## src/rtl/mdf_pkg.sv

```systemverilog
// Package for the mono display frame store: operation codes, refresh
// header codes, command bytes and the controller/datapath link structs.
// No dependencies.
package mdf_pkg;

    typedef logic [2:0] t_op;

    localparam t_op OP_POINT   = 3'd0;
    localparam t_op OP_FILL    = 3'd1;
    localparam t_op OP_CLEAR   = 3'd2;
    localparam t_op OP_REFRESH = 3'd3;
    localparam t_op OP_PULL    = 3'd4;

    typedef logic [1:0] t_hdr;

    localparam t_hdr HDR_PAGE   = 2'd0;
    localparam t_hdr HDR_COL_LO = 2'd1;
    localparam t_hdr HDR_COL_HI = 2'd2;
    localparam t_hdr HDR_DATA   = 2'd3;

    localparam logic [7:0] CMD_PAGE_BASE = 8'hb0;
    localparam logic [7:0] CMD_COL_LOW   = 8'h00;
    localparam logic [7:0] CMD_COL_HIGH  = 8'h10;

    typedef struct packed {
        logic load;
        logic start_refresh;
        logic clr_start;
        logic clr_wr;
        logic fill_rd;
        logic fill_wr;
        logic pull_rd;
        logic emit;
    } t_cmd;

    typedef struct packed {
        logic box_empty;
        logic fill_last;
        logic clr_last;
        logic refresh_active;
        logic hdr_data;
        logic out_free;
    } t_sts;

endpackage

```

## src/rtl/mdf_ctrl.sv

```systemverilog
// Controller state machine of the mono display frame store.
// Depends on mdf_pkg; drives commands to mdf_datapath and reads its status.
module mdf_ctrl (
    input  logic           i_clk,
    input  logic           i_rst_n,
    input  logic           i_in_valid,
    output logic           o_in_ready,
    input  mdf_pkg::t_op   i_operation,
    input  mdf_pkg::t_sts  i_sts,
    output mdf_pkg::t_cmd  o_cmd
);
    import mdf_pkg::*;

    localparam logic [2:0] S_CLEAR = 3'd0;
    localparam logic [2:0] S_IDLE  = 3'd1;
    localparam logic [2:0] S_RD    = 3'd2;
    localparam logic [2:0] S_WR    = 3'd3;
    localparam logic [2:0] S_PULL  = 3'd4;
    localparam logic [2:0] S_PDAT  = 3'd5;

    logic [2:0] r_state;
    logic [2:0] n_state;
    logic       accept;

    assign o_in_ready = (r_state == S_IDLE);
    assign accept     = i_in_valid && o_in_ready;

    always_comb begin
        n_state = r_state;
        o_cmd   = '0;
        case (r_state)
            S_CLEAR: begin
                o_cmd.clr_wr = 1'b1;
                if (i_sts.clr_last) begin
                    n_state = S_IDLE;
                end
            end
            S_IDLE: begin
                if (accept) begin
                    o_cmd.load = 1'b1;
                    case (i_operation)
                        OP_POINT: begin
                            if (!i_sts.box_empty) begin
                                n_state = S_RD;
                            end
                        end
                        OP_FILL: begin
                            o_cmd.start_refresh = 1'b1;
                            if (!i_sts.box_empty) begin
                                n_state = S_RD;
                            end
                        end
                        OP_CLEAR: begin
                            o_cmd.start_refresh = 1'b1;
                            o_cmd.clr_start     = 1'b1;
                            n_state             = S_CLEAR;
                        end
                        OP_REFRESH: begin
                            o_cmd.start_refresh = 1'b1;
                        end
                        OP_PULL: begin
                            if (i_sts.refresh_active) begin
                                n_state = S_PULL;
                            end
                        end
                        default: begin
                            n_state = S_IDLE;
                        end
                    endcase
                end
            end
            S_RD: begin
                o_cmd.fill_rd = 1'b1;
                n_state       = S_WR;
            end
            S_WR: begin
                o_cmd.fill_wr = 1'b1;
                n_state       = i_sts.fill_last ? S_IDLE : S_RD;
            end
            S_PULL: begin
                if (i_sts.hdr_data) begin
                    o_cmd.pull_rd = 1'b1;
                    n_state       = S_PDAT;
                end else if (i_sts.out_free) begin
                    o_cmd.emit = 1'b1;
                    n_state    = S_IDLE;
                end
            end
            S_PDAT: begin
                if (i_sts.out_free) begin
                    o_cmd.emit = 1'b1;
                    n_state    = S_IDLE;
                end
            end
            default: begin
                n_state = S_IDLE;
            end
        endcase
    end

    always_ff @(posedge i_clk) begin
        if (!i_rst_n) begin
            r_state <= S_CLEAR;
        end else begin
            r_state <= n_state;
        end
    end

    a_emit_free: assert property (@(posedge i_clk) disable iff (!i_rst_n)
        o_cmd.emit |-> i_sts.out_free)
        else $error("item emitted into a full output register");

    a_pdat_order: assert property (@(posedge i_clk) disable iff (!i_rst_n)
        (r_state == S_PDAT) |-> ($past(r_state) == S_PULL || $past(r_state) == S_PDAT))
        else $error("data emit state entered without a store read");

    a_wr_after_rd: assert property (@(posedge i_clk) disable iff (!i_rst_n)
        (r_state == S_WR) |-> ($past(r_state) == S_RD))
        else $error("store write without preceding read");

endmodule

```

## config.mk

```make
export PLATFORM = sky130hd
export DESIGN_NAME = mdf_ctrl
export DESIGN_NICKNAME = d
export VERILOG_FILES = /design/src/rtl/mdf_pkg.sv /design/src/rtl/mdf_ctrl.sv
export SDC_FILE = /design/constraint.sdc
export NUM_CORES = 1
export LEC_CHECK = 0
export BUFFER_PORTS_ARGS = -buffer_cell sky130_fd_sc_hd__buf_2
export CAP_MARGIN = 20
export CORE_AREA = 4 4 41 43
export DETAILED_ROUTE_END_ITERATION = 16
export DIE_AREA = 0 0 45 47
export PLACE_DENSITY = 0.65
export SLEW_MARGIN = 15
export SYNTH_ARGS = -nofsm -noshare
export SYNTH_HDL_FRONTEND = slang
export SYNTH_SLANG_ARGS = --single-unit
```

## constraint.sdc

```tcl
create_clock -name i_clk -period 1.4 [get_ports i_clk]
set_input_delay 0.07 -clock i_clk [delete_from_list [all_inputs] [get_ports i_clk]]
set_output_delay 0.07 -clock i_clk [all_outputs]
set_load 0.02 [all_outputs]
```

Word-level counts from Yosys, hierarchy flattened:

Cells that the tools add are included.

* bits of input ports: 12
* flip-flop bits (word level): 3
* word-level logic and storage cells: 42
* output and inout bits: 9

* equal/unequal tests: 14
* reduce and logical (&&, ||, !) cells: 6
* muxes and demuxes: 21

Operators by type and width (count)
* $mux W3: 8
* $pmux W3 S6: 1
* $eq A3 B2 Y1 const B: 4
* $pmux W3 S4: 1
* $eq A3 B3 Y1 const B: 3
* $mux W1: 9
* $eq A3 B1 Y1 const B: 2
* $logic_not A3 Y1: 2
* $ne A3 B3 Y1 const B: 2
* $reduce_and A5 Y1: 1
* $ne A2 B2 Y1 const B: 2
* $reduce_or A3 Y1: 1
* $mux W2: 1
* $ne A2 B1 Y1 const B: 1
* $pmux W1 S2: 1
* $reduce_or A2 Y1: 1
* $logic_and A1 B1 Y1: 1

Logic depth before layout (Yosys ltp):

* word-level depth: 5
* mapped depth: 6
* gate-level depth less buffers: 6

Least setup slack after synthesis:

Ideal clock, no wire load.

* path kind: register to output
* from: register r_state[0]
* to: output port o_cmd[6] (netlist name)
* stages on the path, launching flop included: 6
* arrival: 1.547 ns
* setup slack: -0.217 ns
* required time: 1.330 ns
* buffers on the path: 0
* path through: dfxtp_1 -> inv_2 -> or3_4 -> clkinv_4 -> nand2_1 -> nor3_1

RTL lines
* from (decl): line mdf_ctrl.sv:21 `logic [2:0] r_state;`
* from (signal assigned): line mdf_ctrl.sv:105 `r_state <= n_state;`
* to (decl): line mdf_ctrl.sv:10 `output mdf_pkg::t_cmd o_cmd`

==> impl_metrics.json <==
{
  "die_h_um": 47,
  "power_density_nw_per_um2": 687,
  "criticalPathCategory": "register to output pin",
  "yosys_warnings": 0,
  "ys_seq_area_share_pct": 18.3,
  "ant_nets": 0,
  "start_util_pct": 25.3,
  "cts_tree": "built",
  "gp_congestion": 0.735,
  "cp-end-kind": "output pin",
  "ir_worst_vdd_uv": 332,
  "finalCritPeriodShare_pct": 113,
  "cts_num_sinks": 3,
  "grt_max_degree": 10,
  "hold_ws_ns": 0.0842,
  "clockBufferDepth": 2,
  "cts_hold_buf": 0,
  "cp_max_fo": 2,
  "setup_viol": 3,
  "power.leakage_nw": 0.280,
  "num_rows": 13,
  "worst_hold_path_type": "input port to register",
  "dr.max_layer_used": "met4",
  "registers.top_by_ff_count": "r_state",
  "synth_cells": 44,
  "core-area_um2": 1300,
  "fin_nets": 87,
  "clock_skew_ns": 0.00540,
  "syn_nets": 56,
  "htreeDepth": 1,
  "final_core_util_pct": 46.4,
  "routedWlPerCell_um": 12.8,
  "tritoncts.num_buffers": 3,
  "postLayoutSetupSlackWorst_ns": -0.186,
  "final_max_slew_viol_count": 0,
  "fin_crit_ns": 1.59,
  "crit_arrival_ns": 1.52,
  "drt_iter0_markers": 6,
  "antenna_cells": 0,
  "dr.pass1.iters": 4,
  "io_buffers": 20,
  "met2_length_um": 607,
  "die_area_um2": 2120,
  "outcome": "finished with violations",
  "pre_cts_slack_ns": -0.0412,
  "rsz0062_at_grt": "yes",
  "netlist_area_um2": 329,
  "clk_pin_slew_ns": 0.04,
  "drv_cap": 0,
  "io_pins": 21,
  "avgSynthCellArea_um2": 7.48,
  "drive_above_1_share_pct": 59.5,
  "required_ns": 1.33,
  "grt_pass1_vias": 417,
  "wl_mm": 1.14,
  "wl_met3_um": 65,
  "drc": 0,
  "synth.distinct_cells": 23,
  "grt_overflow": 0,
  "synth-seq-cells": 3,
  "antenna_found_initial": 0,
  "die_x_um": 45,
  "timing.fmax_mhz": 631,
  "violations": "negative setup slack",
  "met1_length_um": 419,
  "critPathLaunchType": "register",
  "dpl.cell_count": 80,
  "grt_pass1_wl_mm": 1.74,
  "area_growth_syn_to_layout_pct": 83.7,
  "clk_latency_ns": 0.24,
  "hpwlAfterDp_um": 796,
  "largest_reg_flops": 3,
  "tightest_slew_ns": 0.370,
  "viasPerCell": 4.82,
  "stdcell_count": 89,
  "reg_top3": "r_state x3",
  "hold_violations": 0,
  "clockRootBuffer": "clkbuf_4",
  "fillers": 140,
  "via_count": 429,
  "grt.total_usage_pct": 12.0,
  "slew_headroom_pct": 75.3
}
[metrics by stage]
step / instance area, um^2 / total power [mW] / setup TNS [ns]
3_3_place_gp: 485 / 0.215 / 0
3_5_place_dp: 485 / 0.217 / -0.0412
5_1_grt: 604 / 0.442 / -0.560
4_1_cts: 553 / 0.394 / -0.415
2_1_floorplan: 358 / 0.172 / -0.0401
6_report: 604 / 0.415 / -0.351
[path summary, 6_finish.rpt]
check                  start         end  slack (ns)  cells past startpoint
setup / recovery  r_state[0]    o_cmd[5]       -0.19                      6
hold / removal       i_rst_n  r_state[0]        0.08                      2
setup reg to reg  r_state[0]  r_state[0]        0.05                      6
hold reg to reg   r_state[2]  r_state[1]        0.59                      2
[worst max-delay path: stages, from the launching register on]
cell      delay (ns)
dfxtp_2         0.33
inv_2           0.04
or3_4           0.35
clkinv_4        0.07
nand2_4         0.06
nor4b_4         0.26
buf_4           0.18
[placed cells by master (no fill, tap or decap), types with 2 or more instances in the layout]
cell type / count
nor3_1: 2
buf_4: 11
clkbuf_4: 3
dfxtp_1: 2
nand2b_1: 3
inv_2: 2
nor3b_1: 4
a21oi_1: 3
nand2_1: 4
buf_6: 2
buf_2: 16
nor2_1: 4
[what timing repair did]
item | in CTS | in global routing
pin swaps | 3 | 3
gates resized for setup | 5 | 9
setup endpoints to repair | 3 | 5
buffers inserted | 4 | 2
[cell type report]
type | instances | area (um^2) | area share, %
Timing Repair Buffer | 29 | 185 | 30.6
Sequential cell | 3 | 61.3 | 10.1
Inverter | 3 | 16.3 | 2.69
Clock buffer | 4 | 26.3 | 4.35
Multi-Input combinational cell | 35 | 297 | 49.1
Tap cell | 15 | 18.8 | 3.11
[report_power, final]
part,switching [mW],internal (mW),leakage [nW],total [mW]
Combinational,0.0874,0.0813,0.240,0.169
Sequential,0.00254,0.0901,0.0247,0.0926
Clock,0.0467,0.107,0.0150,0.154
[cells by family (layout without fill, tap and decap cells)]
logic type	count (synthesis)	in the layout	share of synthesized area, %
AOI/OAI and AO/OA	11	11	22.8
buffers and inverters	6	36	9.50
DFF	3	3	18.3
and+or+nand+nor	24	24	49.4
[Yosys cell counts, drive strengths merged]
| cell type | n | share of area (%) |
|---|---|---|
| inv | 2 | 2.3 |
| nor3 | 3 | 4.6 |
| nand4b | 1 | 7.2 |
| nor2 | 4 | 4.6 |
| o22ai | 1 | 1.9 |
| nor4b | 2 | 7.2 |
| buf | 2 | 3.0 |
| o311a | 1 | 3.0 |
| o21ai | 3 | 4.6 |
| or3 | 1 | 3.4 |
| nand2 | 5 | 5.7 |
| nor4 | 1 | 1.9 |
| clkbuf | 1 | 1.5 |
| o2111ai | 1 | 4.6 |
| nor3b | 4 | 9.1 |
| o21a | 1 | 2.3 |
| dfxtp | 3 | 18 |
| a31oi | 1 | 1.9 |
| nand2b | 3 | 5.7 |
| clkinv | 1 | 2.7 |
| a21oi | 3 | 4.6 |
[metal layers]
layer	global-route usage, %	vias to the layer above
met2	21.2	19
met3	2.68	5
met1	11.8	186
li1	-	219
met5	0	-
met4	10.5	0
Note: power is estimated with default switching activity, not from simulation.
